`src/rtl/seven_segment_display_writer_top_defines.svh`:
```
// ----------------------------------------------------------------------------
// Seven-segment display writer: assertion macros
// Shared property forms for the block's concurrent checks.
// ----------------------------------------------------------------------------
`ifndef SEVEN_SEGMENT_DISPLAY_WRITER_TOP_DEFINES_SVH
`define SEVEN_SEGMENT_DISPLAY_WRITER_TOP_DEFINES_SVH

// Same-cycle implication, sampled on clk, quiet while rst_n is low
`define SSDW_ASSERT_NOW(label, ante, cons, msg) \
    label: assert property (@(posedge clk) disable iff (!rst_n) (ante) |-> (cons)) \
        else $error(msg);

// Next-cycle implication, sampled on clk, quiet while rst_n is low
`define SSDW_ASSERT_NEXT(label, ante, cons, msg) \
    label: assert property (@(posedge clk) disable iff (!rst_n) (ante) |=> (cons)) \
        else $error(msg);

`endif

```
`src/rtl/ssdw_pkg.sv`:
```
// ----------------------------------------------------------------------------
// Seven-segment display writer package
// Transaction types, bus addresses, segment table and state word.
// ----------------------------------------------------------------------------
package ssdw_pkg;

    typedef enum logic [1:0] {
        OP_CHAR,
        OP_NUMBER,
        OP_ENABLE,
        OP_BRIGHT
    } opcode_t;

    typedef struct packed {
        opcode_t     opcode;
        logic [7:0]  char_code;
        logic [15:0] number_value;
        logic        enable_on;
        logic [2:0]  brightness_level;
    } cmd_item_t;

    typedef struct packed {
        logic [6:0] bus_address;
        logic [7:0] bus_data;
        logic       last_write;
        logic       display_enabled;
    } bus_item_t;

    // Persistent display state, held in the state RAM
    typedef struct packed {
        logic       enabled;
        logic [2:0] cursor;
    } state_t;

    typedef struct packed {
        logic active;
        logic emit;
        logic done;
    } seq_status_t;

    localparam logic [6:0]  CTRL_ADDR   = 7'h24;
    localparam logic [6:0]  DIGIT0_ADDR = 7'h34;
    localparam logic [6:0]  DIGIT3_ADDR = 7'h37;
    localparam logic [7:0]  SEG_E       = 8'h79;
    localparam logic [7:0]  CHAR_NUL    = 8'd0;
    localparam logic [7:0]  CHAR_CR     = 8'd13;
    localparam logic [7:0]  CHAR_FIRST  = 8'd32;
    localparam logic [7:0]  CHAR_LAST   = 8'd127;
    localparam logic [15:0] NUMBER_MAX  = 16'd9999;
    localparam logic [6:0]  DIGIT_BASE  = 7'd16;
    localparam int          NUM_W       = 14;
    // floor(v * 6554 / 65536) == floor(v / 10) for v up to 9999
    localparam logic [12:0] RECIP_10    = 13'd6554;
    localparam logic [7:0]  ENABLE_ON   = 8'h01;

    localparam logic [7:0] SEG_TABLE [96] = '{
        8'h00, 8'h82, 8'h21, 8'h00, 8'h00, 8'h00, 8'h00, 8'h02,
        8'h39, 8'h0F, 8'h00, 8'h00, 8'h00, 8'h40, 8'h80, 8'h00,
        8'h3F, 8'h06, 8'h5B, 8'h4F, 8'h66, 8'h6D, 8'h7D, 8'h07,
        8'h7F, 8'h6F, 8'h00, 8'h00, 8'h00, 8'h48, 8'h00, 8'h53,
        8'h00, 8'h77, 8'h7C, 8'h39, 8'h5E, 8'h79, 8'h71, 8'h6F,
        8'h76, 8'h06, 8'h1E, 8'h00, 8'h38, 8'h00, 8'h54, 8'h3F,
        8'h73, 8'h67, 8'h50, 8'h6D, 8'h78, 8'h3E, 8'h00, 8'h00,
        8'h00, 8'h6E, 8'h00, 8'h39, 8'h00, 8'h0F, 8'h00, 8'h08,
        8'h63, 8'h5F, 8'h7C, 8'h58, 8'h5E, 8'h7B, 8'h71, 8'h6F,
        8'h74, 8'h02, 8'h1E, 8'h00, 8'h06, 8'h00, 8'h54, 8'h5C,
        8'h73, 8'h67, 8'h50, 8'h6D, 8'h78, 8'h1C, 8'h00, 8'h00,
        8'h00, 8'h6E, 8'h00, 8'h39, 8'h30, 8'h0F, 8'h00, 8'h00
    };

    function automatic logic [7:0] char_pattern(input logic [7:0] code);
        logic [7:0] idx;
        idx = code - CHAR_FIRST;
        if (code < CHAR_FIRST || code > CHAR_LAST)
            return 8'h00;
        return SEG_TABLE[idx[6:0]];
    endfunction

    function automatic logic [7:0] digit_pattern(input logic [3:0] d);
        logic [6:0] idx;
        idx = DIGIT_BASE + {3'b000, d};
        return SEG_TABLE[idx];
    endfunction

endpackage

```
`src/rtl/ssdw_ram.sv`:
```
// ----------------------------------------------------------------------------
// Generic single-port-write RAM
// One write port, one read port, read data registered.
// ----------------------------------------------------------------------------
module ssdw_ram #(
    parameter int WIDTH = 8,
    parameter int DEPTH = 2
) (
    input  logic                                  clk,
    input  logic                                  wr_en,
    input  logic [(DEPTH > 1 ? $clog2(DEPTH) : 1)-1:0] wr_addr,
    input  logic [WIDTH-1:0]                      wr_data,
    input  logic                                  rd_en,
    input  logic [(DEPTH > 1 ? $clog2(DEPTH) : 1)-1:0] rd_addr,
    output logic [WIDTH-1:0]                      rd_data
);

    logic [WIDTH-1:0] mem [DEPTH];
    logic [WIDTH-1:0] rd_data_reg;

    always_ff @(posedge clk)
    begin
        if (wr_en)
        begin
            mem[wr_addr] <= wr_data;
        end
        // read-old on a same-address collision
        if (rd_en)
        begin
            rd_data_reg <= mem[rd_addr];
        end
    end

    assign rd_data = rd_data_reg;

endmodule

```
`src/rtl/ssdw_seq.sv`:
```
// ----------------------------------------------------------------------------
// Write sequencer
// Holds one command and steps out its bus writes, one digit per cycle unless stalled.
// ----------------------------------------------------------------------------
module ssdw_seq (
    input  logic                  clk,
    input  logic                  rst_n,
    input  logic                  accept,
    input  ssdw_pkg::cmd_item_t   cmd_item,
    input  ssdw_pkg::state_t      cur_state,
    input  logic                  out_ready,
    output ssdw_pkg::seq_status_t status,
    output ssdw_pkg::bus_item_t   bus_item,
    output ssdw_pkg::state_t      next_state
);

    import ssdw_pkg::*;

    logic              active_reg;
    logic [1:0]        step_reg;
    cmd_item_t         cmd_reg;
    logic [NUM_W-1:0]  val_reg;

    logic              emit;
    logic              last;
    logic              is_cr;
    logic              home;
    logic [2:0]        cur_eff;
    logic              big;
    logic [26:0]       prod;
    logic [9:0]        quot;
    logic [NUM_W-1:0]  quot_x10;
    logic [NUM_W-1:0]  rem;

    // one decimal digit per step
    assign prod     = 27'(val_reg) * 27'(RECIP_10);
    assign quot     = prod[25:16];
    assign quot_x10 = NUM_W'(quot) * NUM_W'(10);
    assign rem      = val_reg - quot_x10;
    assign big      = cmd_reg.number_value > NUMBER_MAX;

    assign is_cr   = cmd_reg.char_code == CHAR_CR;
    assign home    = cur_state.cursor > 3'd3 || is_cr || cmd_reg.char_code == CHAR_NUL;
    assign cur_eff = home ? 3'd0 : cur_state.cursor;

    always_comb
    begin
        emit       = 1'b0;
        last       = 1'b1;
        next_state = cur_state;
        bus_item   = '0;
        case (cmd_reg.opcode)
            OP_CHAR:
            begin
                next_state.cursor = 3'd0;
                if (!is_cr)
                begin
                    emit                 = 1'b1;
                    bus_item.bus_address = DIGIT0_ADDR + {5'b00000, cur_eff[1:0]};
                    bus_item.bus_data    = char_pattern(cmd_reg.char_code);
                    next_state.cursor    = cur_eff + 3'd1;
                end
            end
            OP_NUMBER:
            begin
                emit = 1'b1;
                last = step_reg == 2'd3;
                if (big)
                begin
                    bus_item.bus_address = DIGIT0_ADDR + {5'b00000, step_reg};
                    bus_item.bus_data    = SEG_E;
                end
                else
                begin
                    bus_item.bus_address = DIGIT3_ADDR - {5'b00000, step_reg};
                    bus_item.bus_data    = digit_pattern(rem[3:0]);
                end
            end
            OP_ENABLE:
            begin
                emit                 = 1'b1;
                bus_item.bus_address = CTRL_ADDR;
                bus_item.bus_data    = cmd_reg.enable_on ? ENABLE_ON : 8'h00;
                next_state.enabled   = cmd_reg.enable_on;
            end
            OP_BRIGHT:
            begin
                emit                 = 1'b1;
                bus_item.bus_address = CTRL_ADDR;
                bus_item.bus_data    = {1'b0, cmd_reg.brightness_level, 4'b0000};
            end
            default:
            begin
                emit = 1'b0;
            end
        endcase
        bus_item.last_write      = last;
        bus_item.display_enabled = next_state.enabled;

        status.active = active_reg;
        status.emit   = active_reg & emit;
        // a carriage return finishes without a write
        status.done   = active_reg & (emit ? (out_ready & last) : 1'b1);
    end

    always_ff @(posedge clk or negedge rst_n)
    begin
        if (!rst_n)
        begin
            active_reg <= 1'b0;
            step_reg   <= 2'd0;
        end
        else if (accept)
        begin
            active_reg <= 1'b1;
            step_reg   <= 2'd0;
        end
        else if (status.done)
        begin
            active_reg <= 1'b0;
        end
        else if (status.emit && out_ready)
        begin
            step_reg <= step_reg + 2'd1;
        end
    end

    always_ff @(posedge clk)
    begin
        if (accept)
        begin
            cmd_reg <= cmd_item;
            val_reg <= cmd_item.number_value[NUM_W-1:0];
        end
        else if (status.emit && out_ready)
        begin
            // advance to the next decimal digit
            val_reg <= NUM_W'(quot);
        end
    end

endmodule

```
`src/rtl/seven_segment_display_writer_top.sv`:
```
// Seven-segment display writer, four digits.
// Command channel (cmd_valid / cmd_stall / cmd_item): one transaction per
// command: character, number, enable or brightness.
// Bus channel (bus_valid / bus_stall / bus_item): one transaction per
// display-chip write, address and data byte; last_write marks the final
// write of a command. A carriage return yields no bus transaction.
// The first write of a command passes through the sequencer's command register
// and then the bus output register before it is presented on the bus.
// A number command makes four writes (one decimal digit per cycle through
// the sequencer's reciprocal multiplier, while the bus does not stall); every
// other command makes at most one. The next command is accepted in the cycle
// the previous one finishes, so commands run back to back.
// Cursor and enabled flag live in word 0 of a two-word state RAM, read as a
// command is accepted and written back when it finishes; a write-back that
// coincides with the next read is forwarded.
// Reset: cursor 0, display off, no transaction pending.
// A stall on the bus holds the output register; the sequencer then halts, and
// cmd_stall stays high until the final write is loaded into that register.
// ----------------------------------------------------------------------------
// Seven-segment display writer top level
// Command intake, state RAM with forwarding, sequencer and bus register.
// ----------------------------------------------------------------------------
`include "seven_segment_display_writer_top_defines.svh"

module seven_segment_display_writer_top (
    input  logic                clk,
    input  logic                rst_n,
    input  logic                cmd_valid,
    output logic                cmd_stall,
    input  ssdw_pkg::cmd_item_t cmd_item,
    output logic                bus_valid,
    input  logic                bus_stall,
    output ssdw_pkg::bus_item_t bus_item
);

    import ssdw_pkg::*;

    localparam int STATE_W     = $bits(state_t);
    localparam int STATE_DEPTH = 2;

    logic          accept;
    logic          out_ready;
    logic          load;
    seq_status_t   status;
    bus_item_t     seq_item;
    state_t        next_state;
    state_t        cur_state;
    logic [STATE_W-1:0] rd_data;

    logic          state_valid_reg;
    logic          fwd_valid_reg;
    state_t        fwd_reg;
    logic          bus_valid_reg;
    bus_item_t     bus_item_reg;

    assign accept    = cmd_valid & ~cmd_stall;
    assign cmd_stall = status.active & ~status.done;
    assign out_ready = ~bus_valid_reg | ~bus_stall;
    assign load      = status.emit & out_ready;

    ssdw_ram #(
        .WIDTH (STATE_W),
        .DEPTH (STATE_DEPTH)
    ) u_state_ram (
        .clk     (clk),
        .wr_en   (status.done),
        .wr_addr (1'b0),
        .wr_data (next_state),
        .rd_en   (accept),
        .rd_addr (1'b0),
        .rd_data (rd_data)
    );

    // Take the write-back that landed on the read edge; an unwritten word reads as reset
    assign cur_state = fwd_valid_reg   ? fwd_reg :
                       state_valid_reg ? state_t'(rd_data) : '0;

    ssdw_seq u_seq (
        .clk        (clk),
        .rst_n      (rst_n),
        .accept     (accept),
        .cmd_item   (cmd_item),
        .cur_state  (cur_state),
        .out_ready  (out_ready),
        .status     (status),
        .bus_item   (seq_item),
        .next_state (next_state)
    );

    always_ff @(posedge clk or negedge rst_n)
    begin
        if (!rst_n)
        begin
            state_valid_reg <= 1'b0;
            fwd_valid_reg   <= 1'b0;
            bus_valid_reg   <= 1'b0;
        end
        else
        begin
            if (status.done)
            begin
                state_valid_reg <= 1'b1;
            end
            if (accept)
            begin
                fwd_valid_reg <= status.done;
            end
            if (out_ready)
            begin
                bus_valid_reg <= status.emit;
            end
        end
    end

    always_ff @(posedge clk)
    begin
        if (status.done)
        begin
            fwd_reg <= next_state;
        end
        if (load)
        begin
            bus_item_reg <= seq_item;
        end
    end

    assign bus_valid = bus_valid_reg;
    assign bus_item  = bus_item_reg;

    `SSDW_ASSERT_NEXT(a_more_writes, load && !seq_item.last_write, status.active, "sequencer dropped a command before its final write")
    `SSDW_ASSERT_NOW(a_fwd_implies_written, fwd_valid_reg, state_valid_reg, "forwarded state without any write-back")
    `SSDW_ASSERT_NOW(a_bus_address, bus_valid_reg, bus_item_reg.bus_address == CTRL_ADDR || (bus_item_reg.bus_address >= DIGIT0_ADDR && bus_item_reg.bus_address <= DIGIT3_ADDR), "bus write to an address outside the display chip")

endmodule

```
`config.mk`:
```
export PLATFORM = sky130hd
export DESIGN_NAME = seven_segment_display_writer_top
export DESIGN_NICKNAME = d
export VERILOG_FILES = /design/src/rtl/ssdw_pkg.sv /design/src/rtl/ssdw_ram.sv /design/src/rtl/ssdw_seq.sv /design/src/rtl/seven_segment_display_writer_top.sv
export VERILOG_INCLUDE_DIRS = /design/src /design/src/rtl
export SDC_FILE = /design/constraint.sdc
export NUM_CORES = 1
export LEC_CHECK = 0
export BUFFER_PORTS_ARGS = -buffer_cell sky130_fd_sc_hd__buf_2
export CORE_ASPECT_RATIO = 0.75
export CORE_MARGIN = 4
export CORE_UTILIZATION = 40
export DETAILED_ROUTE_END_ITERATION = 10
export MAX_ROUTING_LAYER = met4
export PLACE_DENSITY = 0.63
export SETUP_SLACK_MARGIN = 0.4
export SLEW_MARGIN = 20
export SYNTH_ARGS = -nofsm -noshare
export SYNTH_HDL_FRONTEND = slang
export SYNTH_HIERARCHICAL = 1
export SYNTH_SLANG_ARGS = --single-unit
```
`constraint.sdc`:
```
create_clock -name clk -period 12.36 [get_ports clk]
set_clock_uncertainty 0.2 [all_clocks]
set_input_delay 2.472 -clock clk [delete_from_list [all_inputs] [get_ports clk]]
set_output_delay 2.472 -clock clk [all_outputs]
set_load 0.02 [all_outputs]
```
==> impl_metrics.tcl, run 1 <==
set metrics [dict create \
    outcome "complete, no violations" \
    layout.nets 962 \
    first_global_vias 5023 \
    rsz0062_at_grt "no" \
    grt_max_degree 54 \
    hold_class "register to register" \
    crit_chain "ha_1 > inv_1 > fa_1 > inv_1 > fa_1 > fa_1 > inv_1 > fa_1 > inv_1 > ha_1 > nand4_2 > nor2_1 > a21o_1 > nand2b_1 > xor2_1 > fa_1 > xor2_1 > xnor3_2 > xor2_4 > a21oi_1 > nand3_1 > a32o_1" \
    die_area_um2 20800 \
    synth_compound_area_share_pct 13.9 \
    hold_violations 0 \
    synth_top_family_by_area "adder cells" \
    drive_gt1_share_pct 13.4 \
    whs_ps 299 \
    fillCellCount 1660 \
    synth-seq-cells 79 \
    cpLargestDelayFamily "adder cells" \
    wl_per_cell_um 16.1 \
    route.detailed.drc 0 \
    yosys_warnings 6 \
    cts_sinks 79 \
    maxCapViolCount 0 \
    hold_buffers 0 \
    cts_made_buffers 9 \
    die_width_um 165 \
    rows 42 \
    largest_reg_flops 26 \
    core_area_um2 17900 \
    vias 5263 \
    finalSetupTns_ps 0 \
    post-dp-hpwl_um 13000 \
    syn_to_final_growth_pct 10.6 \
    drtPass1Iterations 5 \
    synth.area.top_cells "edfxtp_1 30%, ha_1 17%, fa_1 13%, inv_1 5.8%, a21oi_1 2.5%" \
    required_ps 12250 \
    synthArstFlopShare_pct 7.59 \
    htreeDepth 3 \
    synth_xor_xnor_area_share_pct 3.15 \
    synthSimpleGateAreaFrac_pct 10.9 \
    synth_most_common_cell "inv_1" \
    grt_pass1_wl_um 27300 \
    slew_violations 0 \
    cts_tree "done" \
    synth_cell_type_count 69 \
    critical_path_arrival_ps 6260 \
    ys_seq_area_share_pct 31.5 \
    grt_usage_pct 17.0 \
    diodes 0 \
    synth_top_area_cell "edfxtp_1" \
    synth_flop_cell "edfxtp_1" \
    r2r_setup_slack_ps 5990 \
    synth_commonest_cells "114 x inv_1, 102 x ha_1, 73 x edfxtp_1" \
    syn_avg_cell_area_um2 10.1 \
    cpPeakStageDelay_ps 540 \
    synth_edf_count 73 \
    cts_root_buf "clkbuf_16" \
    cpMostUsedCell "fa_1" \
    crit_type "register to register" \
    yosys.area_share.adder_pct 30.1 \
    insertion_delay_ps 330 \
    cp_slowest_cell "fa_1" \
    antenna_found_initial 0 \
    drt-initial-drc-count 571 \
    cts-resized-gates 0 \
    place_congestion 0.871 \
    fin_crit_ps 6370 \
    clk_pin_slew_ps 70 \
    die_h_um 126 \
    crit_buf_inv 4 \
    final_area_um2 8210 \
    crit_path_start_kind "register" \
    syn_inst 736 \
    design.portCount 53 \
    synthesis.area_um2 7430 \
    routed_wirelength_um 16500 \
    io_buffer_count 52 \
    muxShareOfSynthArea_pct 2.16 \
    relSlewSlack_pct 40.4 \
    cp_max_fo 7 \
    cts_buffer_depth 2 \
    fmax_ghz 0.157 \
    endpoint_kind "register" \
    ant_nets 0 \
    start_util_pct 41.5 \
    vias_per_cell 5.13 \
    setup_viol 0 \
    finalCritPeriodShare_pct 51.6 \
    tightest_slew_ps 894 \
    netlist.area_leader.share_pct 29.5 \
    grt_remaining_overflow 0 \
    dpl-instance-area_um2 7900 \
    post_cts_buffers 0 \
]
routing by layer:
| metal | GRT usage [%] | routed length, µm |
|---|---|---|
| met3 | 4.21 | 1250 |
| met4 | 1.89 | 42 |
| met1 | 27.4 | 8830 |
| met2 | 21.9 | 6430 |
| met5 | - | 0 |
worst reg2reg max path, stage by stage (launching register included):
cell      delay [ps]
edfxtp_1         530
ha_1             370
inv_1             60
fa_1             530
inv_1             60
fa_1             500
fa_1             540
inv_1             50
fa_1             530
inv_1             50
ha_1             340
nand4_2          150
nor2_1            80
a21o_1           190
nand2b_1         170
xor2_1           180
fa_1             410
xor2_1           160
xnor3_2          340
xor2_4           200
a21oi_1          140
nand3_1          110
a32o_1           250
stage by stage:
step,worst slack (ps),instances,util [%]
after global placement,6060,1009,44.1
final,5990,1025,45.8
after global routing,5610,1025,45.8
after floorplan,5890,742,-
after detailed placement,6000,1009,44.1
after CTS,6000,1025,45.8
layout by cell type (no fill, tap or decap), types with 7 or more instances in the layout:
master | netlist | final
inv_1 | 114 | 114
ha_1 | 102 | 102
edfxtp_1 | 73 | 73
buf_2 | 3 | 52
fa_1 | 48 | 48
nand2_1 | 47 | 47
o21ai_0 | 37 | 37
a21oi_1 | 37 | 37
nor2_1 | 34 | 34
nand3_1 | 19 | 19
nand2b_1 | 17 | 17
and2_1 | 14 | 14
a211oi_1 | 13 | 13
xnor2_1 | 11 | 11
clkbuf_16 | 0 | 9
a31oi_1 | 9 | 9
xor2_1 | 8 | 8
a21o_1 | 8 | 8
mux2_2 | 8 | 8
conb_1 | 2 | 8
buf_4 | 6 | 7
mux2i_1 | 7 | 7
cell type report:
type / instances / area [µm²] / area share [%]
clock inverters: 7 / 85.1 / 1.04
flip-flops and latches: 79 / 2340 / 28.5
well taps: 242 / 303 / 3.69
inverters: 115 / 432 / 5.26
repair buffers: 59 / 313 / 3.81
multi-input cells: 514 / 4510 / 55.0
clock buffers: 9 / 225 / 2.74
final timing paths:
path | from | end | depth (start not counted)
setup / recovery | u_seq/val_reg[3] | bus_item[5] | 22
max in group asynchronous | rst_n | fwd_valid_reg | 1
hold reg to reg | state_valid_reg | state_valid_reg | 1
min in group asynchronous | rst_n | state_valid_reg | 1
setup reg to reg | u_seq/val_reg[3] | bus_item[5] | 22
hold / removal | state_valid_reg | state_valid_reg | 1
logic make-up (layout without fill, tap and decap cells):
kind of cell / count (synthesis) / count (layout)
buffers and inverters: 149 / 190
DFF: 79 / 79
AOI/OAI and AO/OA: 156 / 156
muxes: 15 / 15
other: 2 / 8
xor gates and xnor gates: 22 / 22
and+or+nand+nor: 163 / 163
adders and majority gates: 150 / 150
Power of run 1 is not shown: default switching activity piles up to over one toggle a cycle in this logic, so the estimate is an artifact.
==> run 2, diff against run 1 <==
--- a/config.mk
+++ b/config.mk
@@ -12,7 +12,7 @@
 export CORE_UTILIZATION = 40
 export DETAILED_ROUTE_END_ITERATION = 10
 export MAX_ROUTING_LAYER = met4
-export PLACE_DENSITY = 0.63
+export PLACE_DENSITY = 0.65
 export SETUP_SLACK_MARGIN = 0.4
 export SLEW_MARGIN = 20
 export SYNTH_ARGS = -nofsm -noshare
==> constraint.sdc (replaced) <==
create_clock -name clk -period 5.3 [get_ports clk]
set_clock_uncertainty 0.2 [all_clocks]
set_input_delay 1.06 -clock clk [delete_from_list [all_inputs] [get_ports clk]]
set_output_delay 1.06 -clock clk [all_outputs]
set_load 0.02 [all_outputs]
==> impl_metrics.tcl, run 2 (same netlist as run 1, synthesis figures left out) <==
set metrics [dict create \
    outcome "finished with violations" \
    violations "setup timing" \
    crit_path_start_kind "register" \
    routed_wirelength_um 17700 \
    crit_chain "buf_4 > ha_1 > xor2_1 > ha_1 > a21o_1 > fa_1 > fa_1 > inv_1 > fa_1 > inv_2 > ha_4 > nand3_1 > o211ai_1 > o21ai_2 > nand2b_4 > xor2_4 > fa_2 > xor2_1 > xnor3_2 > xor2_4 > a21oi_2 > nand3_1 > a32o_1" \
    die_area_um2 20800 \
    drt-initial-drc-count 532 \
    start_util_pct 41.5 \
    diodes 0 \
    cp_max_fo 4 \
    rsz0062_at_grt "yes" \
    cts_buffer_depth 2 \
    required_ps 5190 \
    place_ws_ps -711 \
    grt_remaining_overflow 0 \
    fmax_ghz 0.166 \
    cts_root_buf "clkbuf_16" \
    cpLargestDelayFamily "adder cells" \
    drtPass1Iterations 5 \
    finalSetupTns_ps -5080 \
    first_global_vias 5455 \
    slew_violations 0 \
    hold_violations 0 \
    post-route-util_pct 50.7 \
    io_buffer_count 52 \
    fin_crit_ps 6020 \
    vias_per_cell 5.14 \
    wl_per_cell_um 16.3 \
    hold_buffers 0 \
    whs_ps 301 \
    ant_nets 0 \
    htreeDepth 3 \
    finalCritPeriodShare_pct 114 \
    rows 42 \
    route.detailed.drc 0 \
    post-dp-hpwl_um 13600 \
    layout.nets 1025 \
    cts_sinks 79 \
    syn_to_final_growth_pct 22.2 \
    largest_reg_flops 26 \
    insertion_delay_ps 340 \
    finalWorstSetupSlack_ps -719 \
    vias 5592 \
    crit_buf_inv 3 \
    endpoint_kind "register" \
    grt_max_degree 54 \
    crit_type "register to register" \
    cpPeakStageDelay_ps 490 \
    cp_slowest_cell "fa_1" \
    grt_usage_pct 18.0 \
    drive_gt1_share_pct 24.8 \
    die_width_um 165 \
    cpMostUsedCell "fa_1" \
    place_congestion 0.928 \
    antenna_found_initial 0 \
    design.portCount 53 \
    maxCapViolCount 0 \
    setup_viol 10 \
    core_area_um2 17900 \
    cts_tree "done" \
    grt_pass1_wl_um 28500 \
    hold_class "register to register" \
    tightest_slew_ps 904 \
    relSlewSlack_pct 39.7 \
    cts_made_buffers 9 \
    most-common-layout-cells "109 x inv_1, 88 x ha_1, 73 x edfxtp_1, 64 x buf_4, 52 x buf_2" \
    die_h_um 126 \
    final_common_cell "inv_1" \
    clk_pin_slew_ps 70 \
    critical_path_arrival_ps 5910 \
]
-- run 2: changes by cell type in the layout (fill, tap and decap cells not counted), moves of 3 or more --
cell     change
ha_4        +12
a21oi_2      +6
inv_1        -5
xnor2_1      -3
buf_4       +57
inv_2        +5
o21ai_4      +3
o21ai_1      +5
buf_6        +6
o21ai_0     -10
a21oi_1      -8
ha_1        -14
-- run 2: metrics by stage --
stage / cell area, µm² / std cells
6_report: 9080 / 1088
5_1_grt: 9080 / 1088
4_1_cts: 8910 / 1080
3_5_place_dp: 8370 / 1057
3_3_place_gp: 8370 / 1057
2_1_floorplan: 7560 / 742
-- run 2: what timing repair did --
action	in CTS	in global routing
hold endpoints to repair	0	0
setup endpoints to repair	15	15
setup buffers	7	8
pin swaps	11	28
resized for setup	36	23
-- run 2: cell type report --
class / instances / area (µm²)
clock buffers: 11 / 233
clock inverters: 5 / 65.1
fillers: 1591 / 8840
inverters: 115 / 432
multi-input cells: 514 / 4900
flip-flops and latches: 79 / 2340
well taps: 242 / 303
repair buffers: 122 / 808
-- run 2: final timing paths --
| kind | start | slack (ps) | end | cells past startpoint |
|---|---|---|---|---|
| setup / recovery | u_seq/val_reg[1] | -720 | bus_item[5] | 23 |
| hold / removal | state_valid_reg | 300 | state_valid_reg | 1 |
| setup reg to reg | u_seq/val_reg[1] | -720 | bus_item[5] | 23 |
| hold reg to reg | state_valid_reg | 300 | state_valid_reg | 1 |
| max in group asynchronous | rst_n | 4410 | fwd_valid_reg | 1 |
| min in group asynchronous | rst_n | 330 | bus_valid | 1 |
-- run 2: layer usage --
metal / wire, µm / part of all wire [%] / GRT usage (%)
met5: 0 / 0 / -
met4: 226 / 1.3 / 4.17
met1: 8750 / 49 / 27.5
met3: 997 / 5.6 / 2.45
met2: 7740 / 44 / 25.1
-- run 2: worst register-to-register path, delay by kind of cell, from the launching register on --
| kind | cells | cell delay [ps] |
|---|---|---|
| buffers and inverters | 3 | 280 |
| AND/OR/NAND/NOR | 3 | 270 |
| XOR/XNOR | 5 | 1100 |
| AO/OA/AOI/OAI | 5 | 1020 |
| adder cells (fa/ha/maj) | 7 | 2460 |
| flip-flops | 1 | 480 |
Power of run 2 is left out for the same reason.
